===== src/rtl/cpfp_pkg.sv =====
// Types, constants and register codes of the cloud pixel classifier.
package cpfp_pkg;

  // Default parameter values
  localparam int COUNT_BITS_DEF = 24;
  localparam int TEMP_BITS_DEF  = 13;

  // Fixed field widths
  localparam int REFL_W     = 16;
  localparam int TIN_W      = 13;
  localparam int THR_W      = 13;
  localparam int CFG_IDX_W  = 3;
  localparam int CFG_DATA_W = 16;

  // Fixed thresholds, pre-scaled for integer compares
  localparam logic [16:0] ONE_Q14     = 17'd16384;
  localparam logic [22:0] DARK7_LIM   = 23'd114688;   // 0.07 * 16384 * 100
  localparam logic [22:0] DARK8_LIM   = 23'd131072;   // 0.08 * 16384 * 100
  localparam logic [22:0] PCT_SCALE   = 23'd100;
  localparam logic [31:0] SHADOW_COMP = 32'd62914560; // 240 K * 16 * 16384

  // Register reset values
  localparam logic              RST_SHADOW_EN  = 1'b0;
  localparam logic [REFL_W-1:0] RST_BRIGHT_THR = 16'd1311;
  localparam logic [THR_W-1:0]  RST_TEMP_THR   = 13'd4800;
  localparam logic [THR_W-1:0]  RST_COMP_THR   = 13'd3600;
  localparam logic [THR_W-1:0]  RST_COLD_THR   = 13'd3360;
  localparam logic [REFL_W-1:0] RST_GROW_RATIO = 16'd9626;
  localparam logic [REFL_W-1:0] RST_SEN_RATIO  = 16'd8857;
  localparam logic [REFL_W-1:0] RST_SOIL_RATIO = 16'd4096;

  typedef enum logic [2:0] {
    CL_NONE   = 3'd0,
    CL_AMBIG  = 3'd1,
    CL_WARM   = 3'd2,
    CL_COLD   = 3'd3,
    CL_SHADOW = 3'd4
  } cls_e;

  typedef enum logic [CFG_IDX_W-1:0] {
    REG_SHADOW_EN  = 3'd0,
    REG_BRIGHT_THR = 3'd1,
    REG_TEMP_THR   = 3'd2,
    REG_COMP_THR   = 3'd3,
    REG_COLD_THR   = 3'd4,
    REG_GROW_RATIO = 3'd5,
    REG_SEN_RATIO  = 3'd6,
    REG_SOIL_RATIO = 3'd7
  } reg_idx_e;

  typedef struct packed {
    logic              shadow_en;
    logic [REFL_W-1:0] bright_thr;
    logic [THR_W-1:0]  temp_thr;
    logic [THR_W-1:0]  comp_thr;
    logic [THR_W-1:0]  cold_thr;
    logic [REFL_W-1:0] grow_ratio;
    logic [REFL_W-1:0] sen_ratio;
    logic [REFL_W-1:0] soil_ratio;
  } cfg_t;

  typedef struct packed {
    logic              start;
    logic              null_px;
    logic [REFL_W-1:0] green;
    logic [REFL_W-1:0] red;
    logic [REFL_W-1:0] nir;
    logic [REFL_W-1:0] swir;
    logic [TIN_W-1:0]  thermal;
  } pix_t;

  // Class and accumulator update requests for one pixel
  typedef struct packed {
    cls_e cls;
    logic total;
    logic warm;
    logic cold;
    logic snow;
    logic soil;
    logic cloud;
  } upd_t;

endpackage


===== src/rtl/cpfp_classify.sv =====
// Threshold tree and shadow test: turns one pixel into a class and update flags.
module cpfp_classify #(
  parameter int TEMP_BITS = cpfp_pkg::TEMP_BITS_DEF
) (
  input  cpfp_pkg::pix_t       pix_i,
  input  cpfp_pkg::cfg_t       cfg_i,
  output cpfp_pkg::upd_t       upd_o,
  output logic [TEMP_BITS-1:0] temp_o
);
  import cpfp_pkg::*;

  localparam int TW = (TEMP_BITS > TIN_W) ? TEMP_BITS : TIN_W;
  localparam int PW = 15 + TEMP_BITS;
  localparam logic [TW-1:0] TMAX = TW'((1 << TEMP_BITS) - 1);

  logic [TW-1:0]     t_wide;
  logic [TW-1:0]     t_clamp;
  logic [14:0]       span_n;
  logic [14:0]       span_s;
  logic [PW-1:0]     comp_n;
  logic [PW-1:0]     comp_s;
  logic              neg_s;
  logic [31:0]       comp_thr_sc;
  logic [31:0]       cold_thr_sc;
  logic [31:0]       nir_sc;
  logic [31:0]       grow_p;
  logic [31:0]       sen_p;
  logic [31:0]       soil_p;
  logic [20:0]       g_ext;
  logic [20:0]       s_ext;
  logic [20:0]       r_ext;
  logic              dark_r7;
  logic              dark_s8;
  logic              shadow_hit;
  logic              bright;
  logic              window_ok;
  logic              snow_hit;
  logic              temp_ok;
  logic              comp_lt;
  logic              cold_lt;
  logic              grow_ok;
  logic              sen_ok;
  logic              soil_ok;

  // Clamp the temperature to the accumulator width
  assign t_wide  = TW'(pix_i.thermal);
  assign t_clamp = (t_wide > TMAX) ? TMAX : t_wide;
  assign temp_o  = TEMP_BITS'(t_clamp);

  // Composite (1 - refl) * T, scaled by 16384; a negative SWIR composite is flagged, NIR clamps at zero
  assign span_n = ({1'b0, pix_i.nir} <= ONE_Q14) ? 15'(ONE_Q14 - {1'b0, pix_i.nir}) : '0;
  assign span_s = ({1'b0, pix_i.swir} <= ONE_Q14) ? 15'(ONE_Q14 - {1'b0, pix_i.swir}) : '0;
  assign comp_n = PW'(span_n) * PW'(temp_o);
  assign comp_s = PW'(span_s) * PW'(temp_o);
  assign neg_s  = ({1'b0, pix_i.swir} > ONE_Q14) && (temp_o != '0);

  assign comp_thr_sc = 32'({cfg_i.comp_thr, 14'd0});
  assign cold_thr_sc = 32'({cfg_i.cold_thr, 14'd0});
  assign comp_lt     = neg_s || (32'(comp_s) < comp_thr_sc);
  assign cold_lt     = neg_s || (32'(comp_s) < cold_thr_sc);

  // Dark tests
  assign dark_r7 = (23'(pix_i.red) * PCT_SCALE) < DARK7_LIM;
  assign dark_s8 = (23'(pix_i.swir) * PCT_SCALE) < DARK8_LIM;

  // Index tests, cross-multiplied with small constants
  assign g_ext = 21'(pix_i.green);
  assign s_ext = 21'(pix_i.swir);
  assign r_ext = 21'(pix_i.red);

  assign shadow_hit = dark_r7 && (32'(comp_n) > SHADOW_COMP) && (pix_i.green != '0) &&
                      (pix_i.nir > pix_i.green) &&
                      ((r_ext * 21'd9) < (s_ext * 21'd11));

  assign window_ok = ((g_ext * 21'd5) > (s_ext * 21'd3)) &&
                     ((g_ext * 21'd3) < (s_ext * 21'd17));
  assign snow_hit  = g_ext > (s_ext * 21'd9);

  assign bright  = pix_i.red > cfg_i.bright_thr;
  assign temp_ok = t_clamp < TW'(cfg_i.temp_thr);

  // Vegetation and soil ratio tests
  assign nir_sc  = {4'd0, pix_i.nir, 12'd0};
  assign grow_p  = 32'(cfg_i.grow_ratio) * 32'(pix_i.red);
  assign sen_p   = 32'(cfg_i.sen_ratio) * 32'(pix_i.green);
  assign soil_p  = 32'(cfg_i.soil_ratio) * 32'(pix_i.swir);
  assign grow_ok = (pix_i.red != '0) && (nir_sc < grow_p);
  assign sen_ok  = (pix_i.green != '0) && (nir_sc < sen_p);
  assign soil_ok = (pix_i.swir != '0) && (nir_sc > soil_p);

  // Walk the tree
  always_comb begin
    upd_o = '0;
    upd_o.cls = CL_NONE;
    if (pix_i.null_px) begin
      upd_o.cls = CL_NONE;
    end else if (cfg_i.shadow_en && shadow_hit) begin
      upd_o.cls = CL_SHADOW;
    end else begin
      upd_o.total = 1'b1;
      if (!bright) begin
        upd_o.cls = dark_r7 ? CL_NONE : CL_AMBIG;
      end else if (!window_ok) begin
        upd_o.cls  = CL_NONE;
        upd_o.snow = snow_hit;
      end else if (!temp_ok) begin
        upd_o.cls = CL_NONE;
      end else if (!comp_lt) begin
        upd_o.cls = dark_s8 ? CL_NONE : CL_AMBIG;
      end else if (!grow_ok) begin
        upd_o.cls = CL_AMBIG;
      end else begin
        upd_o.soil = 1'b1;
        if (!sen_ok || !soil_ok) begin
          upd_o.cls = CL_AMBIG;
        end else begin
          upd_o.cloud = 1'b1;
          if (cold_lt) begin
            upd_o.cls  = CL_COLD;
            upd_o.cold = 1'b1;
          end else begin
            upd_o.cls  = CL_WARM;
            upd_o.warm = 1'b1;
          end
        end
      end
    end
  end

endmodule


===== src/rtl/cpfp_accum.sv =====
// Scene accumulators: saturating counters, temperature sums and extremes.
module cpfp_accum #(
  parameter int COUNT_BITS = cpfp_pkg::COUNT_BITS_DEF,
  parameter int TEMP_BITS  = cpfp_pkg::TEMP_BITS_DEF
) (
  input  logic                            clk_i,
  input  logic                            rst_ni,
  input  logic                            en_i,
  input  logic                            start_i,
  input  cpfp_pkg::upd_t                  upd_i,
  input  logic [TEMP_BITS-1:0]            temp_i,
  output logic [COUNT_BITS-1:0]           total_o,
  output logic [COUNT_BITS-1:0]           warm_o,
  output logic [COUNT_BITS-1:0]           cold_o,
  output logic [COUNT_BITS-1:0]           snow_o,
  output logic [COUNT_BITS-1:0]           soil_o,
  output logic [COUNT_BITS+TEMP_BITS-1:0] cold_sum_o,
  output logic [COUNT_BITS+TEMP_BITS-1:0] warm_sum_o,
  output logic [TEMP_BITS-1:0]            max_o,
  output logic [TEMP_BITS-1:0]            min_o
);
  import cpfp_pkg::*;

  localparam int SW = COUNT_BITS + TEMP_BITS;

  logic [COUNT_BITS-1:0] total_q, warm_q, cold_q, snow_q, soil_q;
  logic [COUNT_BITS-1:0] total_d, warm_d, cold_d, snow_d, soil_d;
  logic [SW-1:0]         cold_sum_q, warm_sum_q, cold_sum_d, warm_sum_d;
  logic [TEMP_BITS-1:0]  max_q, min_q, max_d, min_d;
  logic [COUNT_BITS-1:0] total_b, warm_b, cold_b, snow_b, soil_b;
  logic [SW-1:0]         cold_sum_b, warm_sum_b;
  logic [TEMP_BITS-1:0]  max_b, min_b;

  function automatic logic [COUNT_BITS-1:0] sat_inc(input logic [COUNT_BITS-1:0] v,
                                                     input logic inc);
    return (inc && (v != '1)) ? v + COUNT_BITS'(1) : v;
  endfunction

  function automatic logic [SW-1:0] sat_add(input logic [SW-1:0] v,
                                            input logic [TEMP_BITS-1:0] t,
                                            input logic add);
    logic [SW:0] s;
    s = {1'b0, v} + (SW+1)'(t);
    if (!add) begin
      return v;
    end
    return s[SW] ? '1 : s[SW-1:0];
  endfunction

  // Start of scene: drop the old totals before this pixel is counted
  always_comb begin
    total_b    = start_i ? '0 : total_q;
    warm_b     = start_i ? '0 : warm_q;
    cold_b     = start_i ? '0 : cold_q;
    snow_b     = start_i ? '0 : snow_q;
    soil_b     = start_i ? '0 : soil_q;
    cold_sum_b = start_i ? '0 : cold_sum_q;
    warm_sum_b = start_i ? '0 : warm_sum_q;
    max_b      = start_i ? '0 : max_q;
    min_b      = start_i ? '1 : min_q;
  end

  // Advance each accumulator
  always_comb begin
    total_d    = sat_inc(total_b, upd_i.total);
    warm_d     = sat_inc(warm_b, upd_i.warm);
    cold_d     = sat_inc(cold_b, upd_i.cold);
    snow_d     = sat_inc(snow_b, upd_i.snow);
    soil_d     = sat_inc(soil_b, upd_i.soil);
    cold_sum_d = sat_add(cold_sum_b, temp_i, upd_i.cold);
    warm_sum_d = sat_add(warm_sum_b, temp_i, upd_i.warm);
    max_d      = (upd_i.cloud && (temp_i > max_b)) ? temp_i : max_b;
    min_d      = (upd_i.cloud && (temp_i < min_b)) ? temp_i : min_b;
  end

  always_ff @(posedge clk_i or negedge rst_ni) begin
    if (!rst_ni) begin
      total_q    <= '0;
      warm_q     <= '0;
      cold_q     <= '0;
      snow_q     <= '0;
      soil_q     <= '0;
      cold_sum_q <= '0;
      warm_sum_q <= '0;
      max_q      <= '0;
      min_q      <= '1;
    end else if (en_i) begin
      total_q    <= total_d;
      warm_q     <= warm_d;
      cold_q     <= cold_d;
      snow_q     <= snow_d;
      soil_q     <= soil_d;
      cold_sum_q <= cold_sum_d;
      warm_sum_q <= warm_sum_d;
      max_q      <= max_d;
      min_q      <= min_d;
    end
  end

  assign total_o    = total_q;
  assign warm_o     = warm_q;
  assign cold_o     = cold_q;
  assign snow_o     = snow_q;
  assign soil_o     = soil_q;
  assign cold_sum_o = cold_sum_q;
  assign warm_sum_o = warm_sum_q;
  assign max_o      = max_q;
  assign min_o      = min_q;

endmodule


===== src/rtl/cloud_pixel_first_pass_classifier.sv =====
// Top level of the first-pass cloud pixel classifier with scene statistics.
//
//  channel | handshake                 | word
//  --------+---------------------------+--------------------------------------------
//  in      | in_valid_i / in_ready_o   | start, null flag, four reflectances, temp
//  out     | out_valid_o / out_ready_i | class, five counts, two sums, max, min
//  cfg     | cfg_we_i (no wait)        | cfg_idx_i, cfg_wdata_i
//
// One pixel per clock unless a stalled result holds the pipe; an accepted word reaches the result
// by passing the input register, the class/flag register, then the accumulators and class.
// The accumulator read-modify-write in the last stage sets the one-per-cycle rate.
// Reset loads the register defaults and clears the accumulators (minimum to all ones).
// A stalled result holds the pipe; up to three words sit inside while out_ready_i is low.
module cloud_pixel_first_pass_classifier #(
  parameter int COUNT_BITS = cpfp_pkg::COUNT_BITS_DEF,
  parameter int TEMP_BITS  = cpfp_pkg::TEMP_BITS_DEF
) (
  input  logic                                clk_i,
  input  logic                                rst_ni,
  // configuration
  input  logic                                cfg_we_i,
  input  logic [cpfp_pkg::CFG_IDX_W-1:0]      cfg_idx_i,
  input  logic [cpfp_pkg::CFG_DATA_W-1:0]     cfg_wdata_i,
  // pixel input
  input  logic                                in_valid_i,
  output logic                                in_ready_o,
  input  logic                                start_scene_i,
  input  logic                                pixel_null_i,
  input  logic [cpfp_pkg::REFL_W-1:0]         green_refl_i,
  input  logic [cpfp_pkg::REFL_W-1:0]         red_refl_i,
  input  logic [cpfp_pkg::REFL_W-1:0]         nir_refl_i,
  input  logic [cpfp_pkg::REFL_W-1:0]         swir_refl_i,
  input  logic [cpfp_pkg::TIN_W-1:0]          thermal_temp_i,
  // result output
  output logic                                out_valid_o,
  input  logic                                out_ready_i,
  output logic [2:0]                          pixel_class_o,
  output logic [COUNT_BITS-1:0]               total_count_o,
  output logic [COUNT_BITS-1:0]               warm_count_o,
  output logic [COUNT_BITS-1:0]               cold_count_o,
  output logic [COUNT_BITS-1:0]               snow_count_o,
  output logic [COUNT_BITS-1:0]               soil_count_o,
  output logic [COUNT_BITS+TEMP_BITS-1:0]     cold_temp_sum_o,
  output logic [COUNT_BITS+TEMP_BITS-1:0]     warm_temp_sum_o,
  output logic [TEMP_BITS-1:0]                max_cloud_temp_o,
  output logic [TEMP_BITS-1:0]                min_cloud_temp_o
);
  import cpfp_pkg::*;

  cfg_t                 cfg_q;
  logic                 s1_v_q;
  pix_t                 s1_q;
  logic                 s2_v_q;
  upd_t                 s2_upd_q;
  logic [TEMP_BITS-1:0] s2_temp_q;
  logic                 s2_start_q;
  logic                 out_v_q;
  cls_e                 cls_q;
  upd_t                 upd_c;
  logic [TEMP_BITS-1:0] temp_c;
  logic                 adv_out;
  logic                 adv_s2;
  logic                 in_acc;

  // Configuration registers
  always_ff @(posedge clk_i or negedge rst_ni) begin
    if (!rst_ni) begin
      cfg_q.shadow_en  <= RST_SHADOW_EN;
      cfg_q.bright_thr <= RST_BRIGHT_THR;
      cfg_q.temp_thr   <= RST_TEMP_THR;
      cfg_q.comp_thr   <= RST_COMP_THR;
      cfg_q.cold_thr   <= RST_COLD_THR;
      cfg_q.grow_ratio <= RST_GROW_RATIO;
      cfg_q.sen_ratio  <= RST_SEN_RATIO;
      cfg_q.soil_ratio <= RST_SOIL_RATIO;
    end else if (cfg_we_i) begin
      case (reg_idx_e'(cfg_idx_i))
        REG_SHADOW_EN:  cfg_q.shadow_en  <= cfg_wdata_i[0];
        REG_BRIGHT_THR: cfg_q.bright_thr <= cfg_wdata_i;
        REG_TEMP_THR:   cfg_q.temp_thr   <= cfg_wdata_i[THR_W-1:0];
        REG_COMP_THR:   cfg_q.comp_thr   <= cfg_wdata_i[THR_W-1:0];
        REG_COLD_THR:   cfg_q.cold_thr   <= cfg_wdata_i[THR_W-1:0];
        REG_GROW_RATIO: cfg_q.grow_ratio <= cfg_wdata_i;
        REG_SEN_RATIO:  cfg_q.sen_ratio  <= cfg_wdata_i;
        REG_SOIL_RATIO: cfg_q.soil_ratio <= cfg_wdata_i;
        default: ;
      endcase
    end
  end

  // Pipe control: each stage moves when the one after it is free or moving
  assign adv_out    = s2_v_q && (!out_v_q || out_ready_i);
  assign adv_s2     = s1_v_q && (!s2_v_q || adv_out);
  assign in_ready_o = !s1_v_q || adv_s2;
  assign in_acc     = in_valid_i && in_ready_o;

  always_ff @(posedge clk_i or negedge rst_ni) begin
    if (!rst_ni) begin
      s1_v_q  <= 1'b0;
      s2_v_q  <= 1'b0;
      out_v_q <= 1'b0;
    end else begin
      if (in_acc) begin
        s1_v_q <= 1'b1;
      end else if (adv_s2) begin
        s1_v_q <= 1'b0;
      end
      if (adv_s2) begin
        s2_v_q <= 1'b1;
      end else if (adv_out) begin
        s2_v_q <= 1'b0;
      end
      if (adv_out) begin
        out_v_q <= 1'b1;
      end else if (out_ready_i) begin
        out_v_q <= 1'b0;
      end
    end
  end

  // Input register
  always_ff @(posedge clk_i) begin
    if (in_acc) begin
      s1_q.start   <= start_scene_i;
      s1_q.null_px <= pixel_null_i;
      s1_q.green   <= green_refl_i;
      s1_q.red     <= red_refl_i;
      s1_q.nir     <= nir_refl_i;
      s1_q.swir    <= swir_refl_i;
      s1_q.thermal <= thermal_temp_i;
    end
  end

  cpfp_classify #(
    .TEMP_BITS (TEMP_BITS)
  ) u_classify (
    .pix_i  (s1_q),
    .cfg_i  (cfg_q),
    .upd_o  (upd_c),
    .temp_o (temp_c)
  );

  // Class and update flag register
  always_ff @(posedge clk_i) begin
    if (adv_s2) begin
      s2_upd_q   <= upd_c;
      s2_temp_q  <= temp_c;
      s2_start_q <= s1_q.start;
    end
  end

  // Result class register; the accumulators double as the statistics result
  always_ff @(posedge clk_i) begin
    if (adv_out) begin
      cls_q <= s2_upd_q.cls;
    end
  end

  cpfp_accum #(
    .COUNT_BITS (COUNT_BITS),
    .TEMP_BITS  (TEMP_BITS)
  ) u_accum (
    .clk_i      (clk_i),
    .rst_ni     (rst_ni),
    .en_i       (adv_out),
    .start_i    (s2_start_q),
    .upd_i      (s2_upd_q),
    .temp_i     (s2_temp_q),
    .total_o    (total_count_o),
    .warm_o     (warm_count_o),
    .cold_o     (cold_count_o),
    .snow_o     (snow_count_o),
    .soil_o     (soil_count_o),
    .cold_sum_o (cold_temp_sum_o),
    .warm_sum_o (warm_temp_sum_o),
    .max_o      (max_cloud_temp_o),
    .min_o      (min_cloud_temp_o)
  );

  assign out_valid_o   = out_v_q;
  assign pixel_class_o = cls_q;

endmodule


===== config.mk =====
export PLATFORM = sky130hd
export DESIGN_NAME = cloud_pixel_first_pass_classifier
export DESIGN_NICKNAME = d
export VERILOG_FILES = /design/src/rtl/cpfp_pkg.sv /design/src/rtl/cpfp_classify.sv /design/src/rtl/cpfp_accum.sv /design/src/rtl/cloud_pixel_first_pass_classifier.sv
export SDC_FILE = /design/constraint.sdc
export NUM_CORES = 2
export LEC_CHECK = 0
export ABC_AREA = 1
export BUFFER_PORTS_ARGS = -buffer_cell sky130_fd_sc_hd__buf_2
export CORE_ASPECT_RATIO = 1.4
export CORE_MARGIN = 3
export CORE_UTILIZATION = 55
export CTS_CLUSTER_DIAMETER = 100
export DETAILED_ROUTE_END_ITERATION = 10
export GPL_ROUTABILITY_DRIVEN = 0
export GPL_TIMING_DRIVEN = 0
export PLACE_DENSITY = 0.75
export SKIP_CTS_REPAIR_TIMING = 1
export SYNTH_ARGS = -nofsm -noshare
export SYNTH_HDL_FRONTEND = slang
export SYNTH_SLANG_ARGS = --single-unit

===== constraint.sdc =====
create_clock -name clk_i -period 8.1 [get_ports clk_i]
set_clock_uncertainty 0.15 [all_clocks]
set_input_delay 1.62 -clock clk_i [delete_from_list [all_inputs] [get_ports clk_i]]
set_output_delay 1.62 -clock clk_i [all_outputs]
set_load 0.01 [all_outputs]

==> summary.md <==
| Metric | Value |
|---|---|
| Clock tree from TritonCTS | built |
| Num rows | 159 |
| CP dominant cell by count | fa_1 |
| Setup ws final | -0.2138 ns |
| Total Routing Usage GR | 33.65% |
| Complex-gate fraction of the synthesized area | 7.409% |
| Antenna-violating nets left | 0 |
| Clock root buffer | clkbuf_16 |
| EDFF count, synth | 105 |
| Reg2Reg Setup Slack | -0.21 ns |
| Die area | 140700 um2 |
| YS warnings | 0 |
| Area growth, synth to finish | 14.02% |
| Syn avg cell area | 7.733 um2 |
| Crit end category | flop |
| Slew Viols, Final | 0 |
| Wirelength per Cell | 20.52 um |
| Residual DRC | 0 |
| CP required | 8.48 ns |
| Die height | 442.6 um |
| Io pins | 328 |
| Placed Area | 78860 um2 |
| Tmin final | 8.314 ns |
| Share of cells above drive strength 1 | 13.27% |
| Peak Freq | 120.3 MHz |
| Total CTS buffers | 49 |
| Adder-cell share of the synthesized area | 41.05% |
| Distinct cells, synth | 72 |
| Pre-CTS WS | -2.654 ns |
| Detailed Route Iter0 Violations | 6346 |
| Port bufs | 327 |
| Simple-gate share of the synthesized area | 18.80% |
| Worst Path Max Fanout | 10 |
| Element type at the critical path start | flop |
| Syn Inst Count | 9684 |
| Register area share after synthesis | 15.21% |
| Pin count of the biggest net entering global routing | 116 |
| Clock latency on the worst-skew pair | 0.68 ns |
| Failing checks | setup timing |
| Outcome | complete, but fails checks |
| First-pass GRT wire length | 371800 um |
| Clock-pin slew on the worst setup and hold paths | 0.07 ns |
| Crit path kind | flop to flop |
| Final instance area | 85380 um2 |
| First-pass DRT Iterations | 7 |
| Final #Nets | 12.32k |
| Xor/xnor share of the synthesized area | 4.433% |
| Clock net sink count | 432 |
| Slowest-stage cell, CP | fa_1 |
| Initial antenna violation count | 21 |
| Initial Utilization | 55.60% |
| Final Hold Viols | 0 |
| Mux contribution to synthesized area | 0.01337% |
| GR Overflow Total | 0 |
| Final core utilization | 63.39% |
| Slew headroom | 10.23% |
| Setup TNS | -0.9359 ns |
| Synth Register Bits | 432 |
| Commonest non-fill, non-tap cell in the layout | inv_1 |
| Share of flip-flops with an asynchronous set or reset | 75.69% |
| DP HPWL | 195100 um |
| Largest stage delay on the critical path | 0.60 ns |
| Largest family of logic cells by synthesized area | adder cells |
| Max-cap violations | 0 |
| DIE WIDTH | 317.9 um |
| Core Region | 134700 um2 |
| Vias per cell | 5.711 |
| Detailed Route WL | 249200 um |
| Critical path arrival | 8.69 ns |
| Clock Path Buffers | 3 |
| Final setup vio count | 6 |
| Final worst-path cycle share | 102.6% |
| RSZ-0062 raised after global routing | true |
| Via count | 69.36k |
| Most frequent cells in the layout | inv_1 (2148), nand2_1 (2039), ha_1 (940) |
| Most used DFF post-synth | dfrtp_1 |
| Area of the mapped netlist | 74880 um2 |
| Max H-tree Level | 2 |
| Worst-margin pin slew | 1.330 ns |
| Post-synth net total | 11.69k |
| Worst hold path type | flop to flop |
| Vias in the first global route | 69.55k |
-- metal layers --
layer / routed length (um) / share of wire [%] / track usage (%) / up-vias
met5: 126 / 0.051 / 0 / -
met1: 82430 / 33 / 36.70 / 33216
met4: 26270 / 11 / 27.18 / 18
met3: 22340 / 9.0 / 5.593 / 1341
met2: 118000 / 47 / 57.70 / 3834
li1: - / - / - / 30951
-- critical path: cells and delay by family, from the launching register on --
kind	cells	cell delay, ns
XOR/XNOR	2	0.46
adder cells (fa/ha/maj)	8	3.44
AND/OR/NAND/NOR	11	1.18
buffers and inverters	11	1.26
flip-flops	1	0.52
AO/OA/AOI/OAI	7	1.13
-- through the flow --
step,hold WS [ns],instances
final,0.2782,12144
after floorplan,0.2503,9684
after global placement,0.2571,11782
after CTS,0.2799,11878
after detailed placement,0.2637,11786
after global routing,0.2918,12128
-- state kept, by name (all words and copies together), names as in the netlist --
register            cells
u_accum.soil_o         24
s2_v_q                  1
u_accum.cold_sum_o     37
u_accum.min_o          13
u_accum.total_o        24
out_valid_o             1
pixel_class_o           3
u_accum.max_o          13
u_accum.snow_o         24
cfg_q                 104
s2_temp_q              13
u_accum.warm_o         24
s1_v_q                  1
u_accum.warm_sum_o     37
s2_start_q              1
s1_q                   79
s2_upd_q                9
u_accum.cold_o         24
-- synth_stat cells, types with 14 or more instances --
master | number | share of area, %
nand2_1 | 2092 | 10
o21ai_0 | 310 | 2.1
a31oi_1 | 28 | 0.23
nor4_1 | 30 | 0.25
nand4_1 | 101 | 0.84
nor3_1 | 106 | 0.71
dfstp_2 | 46 | 1.6
clkbuf_1 | 290 | 1.5
nor2_1 | 695 | 3.5
o211ai_1 | 18 | 0.18
a21oi_1 | 453 | 3.0
a21o_1 | 32 | 0.32
nor2_2 | 18 | 0.15
a22oi_1 | 21 | 0.21
xor2_1 | 239 | 2.8
dfrtp_1 | 281 | 9.4
inv_1 | 2241 | 11
fa_1 | 921 | 25
a211oi_1 | 17 | 0.17
nand3_1 | 255 | 1.7
edfxtp_1 | 105 | 4.2
buf_1 | 16 | 0.080
nand3b_1 | 14 | 0.14
ha_1 | 983 | 16
xnor2_1 | 140 | 1.6
o31ai_1 | 14 | 0.14
o21bai_1 | 29 | 0.29
-- cell type report --
class | count | area (um2)
plain buffers | 269 | 1737
well taps | 1771 | 2216
flip-flops and latches | 432 | 11430
repair buffers | 637 | 4285
fillers | 11131 | 49300
clock buffers | 64 | 1389
multi-input cells | 6666 | 55200
clock inverters | 28 | 439.2
inverters | 2261 | 8647
diodes | 16 | 40.04
-- cell families (layout without fill, tap and decap cells) --
logic type                 Yosys count  in the layout
muxes                                1              1
xor gates and xnor gates           379            379
buffers and inverters             2586           3259
AOI/OAI and AO/OA                  992            992
other                                0             16
and+or+nand+nor                   3390           3390
adders and majority gates         1904           1904
DFF                                432            432
-- worst paths after layout --
path                                 endpoint  cells after the start        start
max in group asynchronous            cfg_q[8]                      3       rst_ni
hold reg to reg              pixel_class_o[2]                      0  s2_upd_q[8]
setup / recovery                  s2_upd_q[3]                     39     s1_q[15]
min in group asynchronous  u_accum.warm_o[13]                      1       rst_ni
setup reg to reg                  s2_upd_q[3]                     39     s1_q[15]
hold / removal               pixel_class_o[2]                      0  s2_upd_q[8]
Power is left out: the tool's default activity adds up to more than one toggle a clock period on the data nets, which glitch-free logic cannot reach.
